--- config.mk ---
export PLATFORM = sky130hd
export DESIGN_NAME = mei_ctrl
export DESIGN_NICKNAME = d
export VERILOG_FILES = /design/src/hdl/mei_pkg.sv /design/src/hdl/mei_ctrl.sv
export VERILOG_INCLUDE_DIRS = /design/src /design/src/hdl
export SDC_FILE = /design/constraint.sdc
export NUM_CORES = 1
export LEC_CHECK = 0
export BUFFER_PORTS_ARGS = -buffer_cell sky130_fd_sc_hd__buf_4
export CAP_MARGIN = 20
export CORE_AREA = 3 3 40 42
export CTS_BUF_LIST = sky130_fd_sc_hd__clkbuf_16
export DETAILED_ROUTE_END_ITERATION = 10
export DIE_AREA = 0 0 43 45
export GPL_TIMING_DRIVEN = 0
export PLACE_DENSITY = 0.35
export SYNTH_ARGS = -nofsm -noshare
export SYNTH_HDL_FRONTEND = slang
export SYNTH_SLANG_ARGS = --single-unit
export TNS_END_PERCENT = 100
--- constraint.sdc ---
create_clock -name clk_i -period 1.5 [get_ports clk_i]
set_input_delay 0.075 -clock clk_i [delete_from_list [all_inputs] [get_ports clk_i]]
set_output_delay 0.075 -clock clk_i [all_outputs]
set_load 0.01 [all_outputs]
--- src/hdl/mandelbrot_escape_iteration_core_defines.svh ---
// ----------------------------------------------------------------------------
// Mandelbrot escape iteration core - assertion macros
// Concurrent assertion helpers, clocked on clk_i and disabled in reset.
// ----------------------------------------------------------------------------
`ifndef MANDELBROT_ESCAPE_ITERATION_CORE_DEFINES_SVH
`define MANDELBROT_ESCAPE_ITERATION_CORE_DEFINES_SVH

`ifndef SYNTHESIS
// Same-cycle implication
`define MEI_ASSERT_IMP(lbl, ant, con, msg) \
  lbl: assert property (@(posedge clk_i) disable iff (!rst_ni) (ant) |-> (con)) \
    else $error(msg);
// Next-cycle implication
`define MEI_ASSERT_NXT(lbl, ant, con, msg) \
  lbl: assert property (@(posedge clk_i) disable iff (!rst_ni) (ant) |=> (con)) \
    else $error(msg);
`else
`define MEI_ASSERT_IMP(lbl, ant, con, msg)
`define MEI_ASSERT_NXT(lbl, ant, con, msg)
`endif

`endif

--- src/hdl/mei_pkg.sv ---
// ----------------------------------------------------------------------------
// Mandelbrot escape iteration package
// Shared types and constants for the controller and datapath.
// ----------------------------------------------------------------------------
`timescale 1ns / 1ps

package mei_pkg;

  localparam int POINT_W        = 32;
  localparam int CFG_W          = 16;
  localparam int ITER_OUT_W     = 16;
  localparam int MAX_ITER_RESET = 256;

  typedef enum logic [1:0] {
    ST_IDLE,
    ST_MUL,
    ST_EVL,
    ST_ZLIM
  } mei_state_e;

  typedef struct packed {
    logic load;
    logic mul;
    logic step;
    logic emit;
    logic emit_esc;
  } mei_cmd_t;

  typedef struct packed {
    logic escape;
    logic last;
    logic zero_limit;
    logic out_free;
  } mei_sts_t;

endpackage

--- src/hdl/mei_ctrl.sv ---
// ----------------------------------------------------------------------------
// Mandelbrot escape iteration controller
// Sequences load, multiply and evaluate steps and hands results to the
// output register.
// ----------------------------------------------------------------------------
`timescale 1ns / 1ps
`include "mandelbrot_escape_iteration_core_defines.svh"

module mei_ctrl
  import mei_pkg::*;
(
  input  logic     clk_i,
  input  logic     rst_ni,
  input  logic     in_valid_i,
  output logic     in_ready_o,
  input  mei_sts_t sts_i,
  output mei_cmd_t cmd_o
);

  mei_state_e state_q, state_d;

  always_ff @(posedge clk_i or negedge rst_ni) begin
    if (!rst_ni) begin
      state_q <= ST_IDLE;
    end else begin
      state_q <= state_d;
    end
  end

  always_comb begin
    state_d    = state_q;
    cmd_o      = '0;
    in_ready_o = 1'b0;
    case (state_q)
      ST_IDLE: begin
        in_ready_o = 1'b1;
        if (in_valid_i) begin
          cmd_o.load = 1'b1;
          state_d    = sts_i.zero_limit ? ST_ZLIM : ST_MUL;
        end
      end
      ST_MUL: begin
        cmd_o.mul = 1'b1;
        state_d   = ST_EVL;
      end
      ST_EVL: begin
        if (sts_i.escape || sts_i.last) begin
          // hold until the output register is free
          if (sts_i.out_free) begin
            cmd_o.emit     = 1'b1;
            cmd_o.emit_esc = sts_i.escape;
            state_d        = ST_IDLE;
          end
        end else begin
          cmd_o.step = 1'b1;
          state_d    = ST_MUL;
        end
      end
      ST_ZLIM: begin
        if (sts_i.out_free) begin
          cmd_o.emit = 1'b1;
          state_d    = ST_IDLE;
        end
      end
      default: begin
        state_d = ST_IDLE;
      end
    endcase
  end

  `MEI_ASSERT_IMP(a_emit_free, cmd_o.emit, sts_i.out_free, "result emitted into a full output")
  `MEI_ASSERT_NXT(a_accept_busy, in_valid_i && in_ready_o,
                  state_q == ST_MUL || state_q == ST_ZLIM, "accepted point not started")
  `MEI_ASSERT_NXT(a_loop_back, state_q == ST_EVL && !sts_i.escape && !sts_i.last,
                  state_q == ST_MUL && !in_ready_o, "iteration did not continue")

endmodule

Yosys cells after proc, flatten, opt, wreduce, memory -nomap -nowiden --
Index checks and enable logic that the tools add are counted.
Storage, ports and cells: bits in registers 2, input bits 7, output and inout bits 6, word-level logic and storage cells 23
Cells by class: equality and inequality tests 4, multiplexer cells 16, reduce and logical (&&, ||, !) cells 2
Operators by type and width (count):
- 2-to-1 mux 2 bit | 6
- 2-to-1 mux 1 bit | 8
- one-hot mux 2 bit (4 select lines) | 1
- equality test 2 bit, second input constant | 2
- equality test 2 x 1 -> 1 bit, second input constant | 1
- zero test 2 bit | 1
- inequality test 2 bit, second input constant | 1
- one-hot mux 1 bit (2 select lines) | 1
- logical OR 1 bit | 1

Logic depth before layout (Yosys ltp) --
Gate-level depths: netlist (run 1).
depth after elaboration 3, mapped depth 3, mapped depth without buffers 2

Worst setup path after synthesis (run 1) --
Ideal clock, no wire load.
path kind flip-flop to flip-flop, from register state_q[0], to register state_q[1], setup time 139 ps, arrival 907 ps, required time 1361 ps, slack 454 ps, stages on the path, launching flop included 3, path buffers 0, period minus slack after synthesis 1046 ps, cells stage by stage dfrtp_1 > nor4b_4 > a211oi_1
On the way: longest elaborated chain between the ends 2, elaborated cells on any way between the ends 6
Ends and longest elaborated chain:
- start: declaration | line mei_ctrl.sv:20 | mei_state_e state_q, state_d;
- start signal: assignment | line mei_ctrl.sv:26 | state_q <= state_d;
- equality test 2 bit (tied with other cells) | line mei_ctrl.sv:34 | case (state_q)
- one-hot mux 2 bit (4 select lines) or inequality test 2 bit (tied branches)
Parallel ways exist; a longest one is shown, timed or not. A chain may end at the register's enable or synchronous reset.

==> results.json, run 1 <==
{
  "timing.critical_path.to_type": "primary output",
  "totalNegativeSetupSlack_ns": 0,
  "largest_register_ff_count": 2,
  "irDropWorstVdd_mv": 0.6623,
  "power.static_leakage_nw": 0.1648,
  "synth_warnings": 0,
  "postRouteAntennaNets": 0,
  "period_share_pct": 86.69,
  "placement.io_buffers": 12,
  "synthToLayoutAreaGrowth_pct": 129.2,
  "multi_input_area_sq_um": 91.34,
  "finalWeightedCongestion": 0.6231,
  "diode_insertion_count_for_antenna_repair": 0,
  "path_clk_slew_ns": 0.03,
  "relSlewSlack_pct": 79.27,
  "postLayoutSetupSlackWorst_ns": 0.1996,
  "registers_with_the_most_flip_flops": "state_q (2)",
  "avgRoutedWirePerCell_um": 10.05,
  "fin_nets": 38,
  "number_of_vias_per_cell": 3.841,
  "numClockSinks": 2,
  "yosysSeqAreaShare_pct": 33.33,
  "global_route_usage_sum_pct": 5.736,
  "grt_overflow": 0,
  "drv_slew": 0,
  "floorplan.initialDensity_pct": 11.68,
  "design.portCount": 13,
  "core_box_area_sq_um": 1285,
  "synth_top_area_cell": "dfrtp_1",
  "clock_skew_ns": 0.0001552,
  "wire_length_of_the_first_global_routing_pass_um": 648,
  "power_density_nw_per_um2": 2219,
  "synth.net_count": 20,
  "die_x_um": 43,
  "worst-path-max-fanout": 8,
  "cts_root_buf": "clkbuf_16",
  "cap_violations": 0,
  "detailedRoute.firstPassIterationCount": 2,
  "syn_area_sq_um": 150.1,
  "final_period_minus_worst_setup_slack_ns": 1.300,
  "antenna_found_initial": 0,
  "filler_cell_count": 148,
  "ctsLongestPathBuffers": 2,
  "rsz0062_at_grt": "false",
  "outcome": "complete, no violations",
  "timing_worst_slew_pin_value_ns": 0.3109,
  "place_hpwl_um": 325.1,
  "top_register_by_number_of_flip_flops": "state_q",
  "hold_violations_final": 0,
  "vias": 169,
  "grt_max_degree": 10,
  "synthesis.area_per_instance_sq_um": 11.55,
  "cts_inserted_buffers": 3,
  "timing.critical_path.from_type": "flop",
  "drc": 0,
  "cts_max_level": 1,
  "synth.lib_cells_used.distinct": 11,
  "synth_area_leaders": "dfrtp_1 33%, nor4b_4 16%, a211oi_1 10%, nor3b_2 8.3%, a311o_1 6.7%",
  "wl_um": 442,
  "synth-seq-cells": 2,
  "drive_above_1_share_pct": 62.07,
  "worst_hold_path_type": "in -> reg",
  "cts_tree": "built",
  "timing_worst_setup_path_type": "reg -> out",
  "maxClockFrequency_mhz": 769.0,
  "syn-instance-count": 13,
  "drt_first_iter_violations": 1,
  "via_count_of_the_first_global_routing_pass": 160,
  "chipHeight_um": 45,
  "post_placement_worst_setup_slack_ns": 0.4267,
  "setup-violations-final": 0,
  "dieArea_sq_um": 1935,
  "timing.critical_path.arrival_ns": 1.23,
  "yosys.area.top_type_share_pct": 33.33,
  "regArea_sq_um": 50.05,
  "rows": 13,
  "clock_insertion_delay_worst_skew_ns": 0.22,
  "critical_path_required_ns": 1.42
}
==> cell type report <==
cell class,instances,area share [%]
plain buffers,1,1.455
inverters,1,1.091
clock buffers,3,21.82
multi-input cells,9,26.55
flip-flops and latches,2,14.55
well taps,15,5.455
repair buffers,13,29.09
==> routing by layer <==
metal	global-route usage (%)	part of all wire, %	wire length, um
met2	7.485	53	234
met4	10.84	3.2	14
met5	0	0	0
met1	3.837	35	156
met3	3.984	8.4	37
==> Yosys cell counts <==
cell type	instances
nor4b_4	1
nor2b_1	1
o311a_1	1
a311o_1	1
buf_2	1
a211oi_1	2
inv_1	1
and4b_1	1
nor2_1	1
dfrtp_1	2
nor3b_2	1
==> cell families after synthesis <==
family / Yosys count / synth area share [%]
compound gates: 4 / 23.33
simple gates: 5 / 37.50
flops: 2 / 33.33
buf+inv: 2 / 5.828
==> through the flow <==
stage | utilization (%) | hold slack (ns) | area [sq um] | instances | power [W]
3_3_place_gp | 20.16 | -0.1432 | 259.0 | 40 | 0.0003671
5_1_grt | 26.78 | 0.09126 | 344.1 | 44 | 0.0008050
6_report | 26.78 | 0.06957 | 344.1 | 44 | 0.0007635
3_5_place_dp | 20.16 | -0.1422 | 259.0 | 40 | 0.0003691
2_1_floorplan | - | -0.2206 | 150.1 | 13 | 0.0002532
4_1_cts | 26.78 | 0.07708 | 344.1 | 44 | 0.0007754
==> path summary, 6_finish.rpt <==
path                            start    endpoint  slack, ns  depth (start not counted)
setup / recovery           state_q[0]    cmd_o[2]       0.20                          2
hold / removal               sts_i[0]  state_q[1]       0.07                          2
setup reg to reg           state_q[0]  state_q[1]       0.45                          2
hold reg to reg            state_q[1]  state_q[1]       0.64                          2
max in group asynchronous      rst_ni  state_q[0]       1.24                          2
min in group asynchronous      rst_ni  state_q[1]       0.18                          2
==> power by group <==
group          total (W)  internal [W]  leakage [nW]  switching, W
Combinational   0.000251      0.000141         0.104      0.000110
Sequential      0.000114     0.0000797        0.0243     0.0000345
Clock           0.000399      0.000339        0.0370     0.0000596
Total           0.000763      0.000560         0.165      0.000204
==> layout by cell type, fill, tap and decap left out <==
| cell type | netlist | routed |
|---|---|---|
| buf_4 | 0 | 12 |
| clkbuf_16 | 0 | 3 |
| a211oi_1 | 2 | 2 |
| dfrtp_1 | 2 | 2 |
| buf_2 | 1 | 1 |
| nor2b_1 | 1 | 1 |
| o311a_1 | 1 | 1 |
| and4b_1 | 1 | 1 |
| nor2_1 | 1 | 1 |
| nor3b_2 | 1 | 1 |
| nor4b_4 | 1 | 1 |
| inv_1 | 1 | 1 |
| a311o_1 | 1 | 1 |
| dlygate4sd3_1 | 0 | 1 |
==> repair_timing <==
action | 4_1_cts | 5_1_grt
resized for setup | 0 | 0
setup buffers | 0 | 0
hold buffers | 1 | 0
endpoints found under the hold margin | 2 | 0
==> worst max-delay path, cell delays in order, from the launching register on <==
cell	delay, ns
dfrtp_1	0.47
nor4b_4	0.36
buf_4	0.18
(Power assumes the default switching activity.)
==> run 2, diff against run 1 <==
CTS_CLUSTER_SIZE = 28   (was not set)
PLACE_DENSITY = 0.38   (was 0.35)
==> results.json, run 2 (same netlist as run 1, synthesis figures left out) <==
{
  "timing_worst_setup_path_type": "reg -> out",
  "grt_overflow": 0,
  "drv_slew": 0,
  "power.share.clock_pct": 52.0,
  "mostFrequentLayoutCells": "12 x buf_4, 3 x clkbuf_16, 2 x a211oi_1, 2 x dfrtp_1",
  "final_period_minus_worst_setup_slack_ns": 1.308,
  "p_comb_share_pct": 33.1,
  "timing_worst_slew_pin_value_ns": 0.3052,
  "top_register_by_number_of_flip_flops": "state_q",
  "clock_insertion_delay_worst_skew_ns": 0.22,
  "layout.cells.most_common": "buf_4",
  "cts_repair_resize_count": 0,
  "final.hold.worst_slack_ns": 0.08137,
  "detailedRoute.firstPassIterationCount": 2,
  "ctsLongestPathBuffers": 2,
  "path_clk_slew_ns": 0.03,
  "avgRoutedWirePerCell_um": 10.75,
  "cap_violations": 0,
  "diode_insertion_count_for_antenna_repair": 0,
  "worst-path-max-fanout": 8,
  "rsz0062_at_grt": "false",
  "cts_inserted_buffers": 3,
  "antenna_found_initial": 0,
  "totalNegativeSetupSlack_ns": 0,
  "global_route_usage_sum_pct": 5.990,
  "via_count_of_the_first_global_routing_pass": 196,
  "outcome": "complete, no violations",
  "wl_um": 473,
  "die_x_um": 43,
  "power.total_w": 0.0007672,
  "hold_violations_final": 0,
  "synthToLayoutAreaGrowth_pct": 129.2,
  "registers_with_the_most_flip_flops": "state_q (2)",
  "relSlewSlack_pct": 79.65,
  "irDropWorstVdd_mv": 0.5464,
  "finalWeightedCongestion": 0.5869,
  "numClockSinks": 2,
  "timing.critical_path.arrival_ns": 1.23,
  "chipHeight_um": 45,
  "cts_max_level": 1,
  "timing.critical_path.from_type": "flop",
  "worst_hold_path_type": "in -> reg",
  "core_box_area_sq_um": 1285,
  "power.static_leakage_nw": 0.1648,
  "share_seq_of_total_power_pct": 14.9,
  "postRouteAntennaNets": 0,
  "setup-violations-final": 0,
  "internal-power_w": 0.0005599,
  "wire_length_of_the_first_global_routing_pass_um": 772,
  "power_density_nw_per_um2": 2230,
  "use_met1_pct": 4.808,
  "stdcell_area_sq_um": 344.1,
  "maxClockFrequency_mhz": 764.2,
  "critical_path_required_ns": 1.42,
  "placedInstanceArea_sq_um": 259.0,
  "drive_above_1_share_pct": 62.07,
  "dieArea_sq_um": 1935,
  "design.portCount": 13,
  "drt_first_iter_violations": 2,
  "vias": 173,
  "grt-busiest-layer": "met2",
  "globalRouteMet2Util_pct": 9.880,
  "floorplan.initialDensity_pct": 11.68,
  "number_of_vias_per_cell": 3.932,
  "largest_register_ff_count": 2,
  "power.switching_fraction_pct": 27.01,
  "cts_root_buf": "clkbuf_16",
  "grt_max_degree": 10,
  "period_share_pct": 87.23,
  "drc": 0,
  "rows": 13,
  "cts_tree": "built",
  "switchingPower_w": 0.0002073,
  "timing.critical_path.to_type": "primary output",
  "clock_skew_ns": 0.001446,
  "fin_nets": 38,
  "placement.io_buffers": 12,
  "global_route_track_usage_on_met3_pct": 1.594
}
run 2: cell counts in the layout (fill, tap and decap cells not counted):
Identical to the previous run, type by type.
run 2: path summary, 6_finish.rpt:
| check | from | endpoint | slack (ns) | cells past startpoint |
|---|---|---|---|---|
| setup / recovery | state_q[0] | cmd_o[2] | 0.19 | 2 |
| hold / removal | sts_i[0] | state_q[1] | 0.08 | 2 |
| setup reg to reg | state_q[0] | state_q[1] | 0.43 | 2 |
| hold reg to reg | state_q[1] | state_q[1] | 0.64 | 2 |
| max in group asynchronous | rst_ni | state_q[1] | 1.22 | 2 |
| min in group asynchronous | rst_ni | state_q[0] | 0.19 | 2 |
run 2: final cells by class:
type	count	area [sq um]
inverter	1	3.754
clock buffer	3	75.07
multi-input combinational	9	91.34
sequential	2	50.05
buffer	1	5.005
fill	142	940.9
tap	15	18.77
timing repair buffer	13	100.1
run 2: critical path, cell delays in order (launching register included):
cell and delay [ns]:
dfrtp_1 0.47, nor4b_4 0.37, buf_4 0.18
run 2: power by group through the flow:
stage	logic, W	clock network [W]	registers, W
after global routing	0.000276	0.000416	0.000120
after floorplan	0.000146	0	0.000107
after global placement	0.000255	0	0.000114
after detailed placement	0.000252	0	0.000113
after CTS	0.000257	0.000404	0.000113
final	0.000254	0.000399	0.000114
run 2: timing repair:
item / CTS / global route
endpoints found under the hold margin: 2 / 0
hold buffers: 1 / 0
setup buffers: 0 / 0
run 2: metrics by stage:
stage / utilization, % / instances / setup WS, ns
floorplan: - / 13 / 0.4541
global placement: 20.16 / 40 / 0.4289
detailed placement: 20.16 / 40 / 0.4278
CTS: 26.78 / 44 / 0.1863
global route: 26.78 / 44 / 0.1232
finish: 26.78 / 44 / 0.1915
run 2: metal layers:
layer,up-vias,wire length (um)
met5,-,0
met4,0,0
met3,0,24
met2,3,294
met1,85,154
li1,85,-
==> run 3, diff against run 2 <==
REMOVE_ABC_BUFFERS = 1   (was not set)
==> results.json, run 3 (same netlist as run 1, synthesis figures left out) <==
{
  "outcome": "complete, no violations",
  "clock_insertion_delay_worst_skew_ns": 0.22,
  "chipHeight_um": 45,
  "cts_inserted_buffers": 3,
  "final.hold.worst_slack_ns": 0.07277,
  "cts_tree": "built",
  "core_box_area_sq_um": 1285,
  "power_density_nw_per_um2": 2228,
  "via_count_of_the_first_global_routing_pass": 190,
  "setup-violations-final": 0,
  "grt_overflow": 0,
  "fin_nets": 37,
  "post_placement_worst_setup_slack_ns": 0.4305,
  "hold_violations_final": 0,
  "power.total_w": 0.0007556,
  "detailedRoute.firstPassIterationCount": 4,
  "totalNegativeSetupSlack_ns": 0,
  "cp_slowest_cell": "dfrtp_1",
  "wl_um": 483,
  "timing.critical_path.arrival_ns": 1.23,
  "worst-path-max-fanout": 8,
  "cts_repair_resize_count": 0,
  "worst_hold_path_type": "in -> reg",
  "critPathCapture": "cmd_o[2]",
  "placement.io_buffers": 12,
  "vias": 166,
  "rows": 13,
  "maxClockFrequency_mhz": 765.7,
  "path_clk_slew_ns": 0.03,
  "layout.cells.most_common": "buf_4",
  "timing.critical_path.to_type": "primary output",
  "irDropWorstVdd_mv": 0.5970,
  "cap_violations": 0,
  "crit-reg2reg-capture": "state_q[1]",
  "mostFrequentLayoutCells": "12 x buf_4, 3 x clkbuf_16, 2 x a211oi_1, 2 x dfrtp_1",
  "timing.critical_path.cells": "nor4b_4 -> buf_4",
  "top_register_by_number_of_flip_flops": "state_q",
  "placed_cells": 39,
  "drc": 0,
  "finalWeightedCongestion": 0.5715,
  "wire_length_of_the_first_global_routing_pass_um": 869,
  "timing_worst_setup_path_type": "reg -> out",
  "timing_worst_slew_pin_value_ns": 0.3132,
  "stdcell_count": 43,
  "cts_root_buf": "clkbuf_16",
  "global_route_usage_sum_pct": 6.816,
  "relSlewSlack_pct": 79.12,
  "final_period_minus_worst_setup_slack_ns": 1.306,
  "regToRegSetupSlack_ns": 0.44,
  "drv_slew": 0,
  "postLayoutSetupSlackWorst_ns": 0.1941,
  "startpoint_of_the_worst_register_to_register_path": "state_q[0]",
  "number_of_cells_on_the_worst_reg_to_reg_path": 2,
  "timing.critical_path.from_type": "flop",
  "design.portCount": 13,
  "rsz0062_at_grt": "false",
  "period_share_pct": 87.06,
  "die_x_um": 43,
  "diode_insertion_count_for_antenna_repair": 0,
  "postRouteAntennaNets": 0,
  "dieArea_sq_um": 1935,
  "registers_with_the_most_flip_flops": "state_q (2)",
  "synthToLayoutAreaGrowth_pct": 125.8,
  "critical_path_required_ns": 1.42,
  "largest_register_ff_count": 2,
  "cts_max_level": 1,
  "avgRoutedWirePerCell_um": 11.23,
  "drt_first_iter_violations": 7,
  "ctsLongestPathBuffers": 2,
  "antenna_found_initial": 0,
  "number_of_vias_per_cell": 3.860,
  "grt_max_degree": 10,
  "clock_skew_ns": 0.001080,
  "floorplan.initialDensity_pct": 11.68,
  "critical_path.max_stage_delay_ns": 0.47,
  "power.static_leakage_nw": 0.1608,
  "filler_cell_count": 137,
  "drive_above_1_share_pct": 60.71,
  "startpoint": "state_q[0]",
  "numClockSinks": 2
}
==> run 3: cell count changes in the layout (fill, tap and decap cells not counted) <==
cell | previous run | this run
buf_2 | 1 | 0
==> run 3: cell type report <==
| cell class | instances | area (sq um) | area share (%) |
|---|---|---|---|
| clock buffers | 3 | 75.07 | 22.14 |
| well taps | 15 | 18.77 | 5.535 |
| repair buffers | 13 | 100.1 | 29.52 |
| flip-flops and latches | 2 | 50.05 | 14.76 |
| multi-input cells | 9 | 91.34 | 26.94 |
| inverters | 1 | 3.754 | 1.107 |
==> run 3: stage by stage <==
stage	util (%)	area (sq um)
final	26.39	339.1
after global routing	26.39	339.1
after CTS	26.39	339.1
after detailed placement	19.77	254.0
after global placement	19.77	254.0
after floorplan	-	145.1
==> run 3: timing repair <==
action / in CTS / in global routing
buffers inserted: 0 / 0
hold buffers: 1 / 0
hold endpoints to repair: 2 / 0
==> run 3: routing by layer <==
metal | vias to the layer above | global-route usage [%] | wire (um)
met2 | 2 | 10.78 | 306
met3 | 0 | 3.984 | 11
met1 | 82 | 5.036 | 165
met5 | - | 0 | 0
met4 | 0 | 9.036 | 0
li1 | 82 | - | -
==> run 3: worst min-delay path by stage <==
stage,end,start,slack (ns),depth (start not counted)
2_1_floorplan,state_q[0],rst_ni,-0.22,0
3_3_place_gp,state_q[0],rst_ni,-0.14,1
3_5_place_dp,state_q[1],rst_ni,-0.14,1
4_1_cts,state_q[1],sts_i[0],0.07,2
5_1_grt,state_q[1],sts_i[0],0.09,2
6_report,state_q[1],sts_i[0],0.07,2
==> run 3: worst max-delay path: cells and delay by family (launching register included) <==
family / cells / cell delay, ns
DFF: 1 / 0.47
buffers and inverters: 1 / 0.18
and+or+nand+nor: 1 / 0.36
==> run 3: power breakdown <==
part	switching, W	leakage, nW	total (W)	internal [W]
clock network	0.0000586	0.0370	0.000398	0.000339
logic	0.0000804	0.0996	0.000212	0.000131
registers	0.0000662	0.0243	0.000146	0.0000799
total	0.000205	0.161	0.000756	0.000550
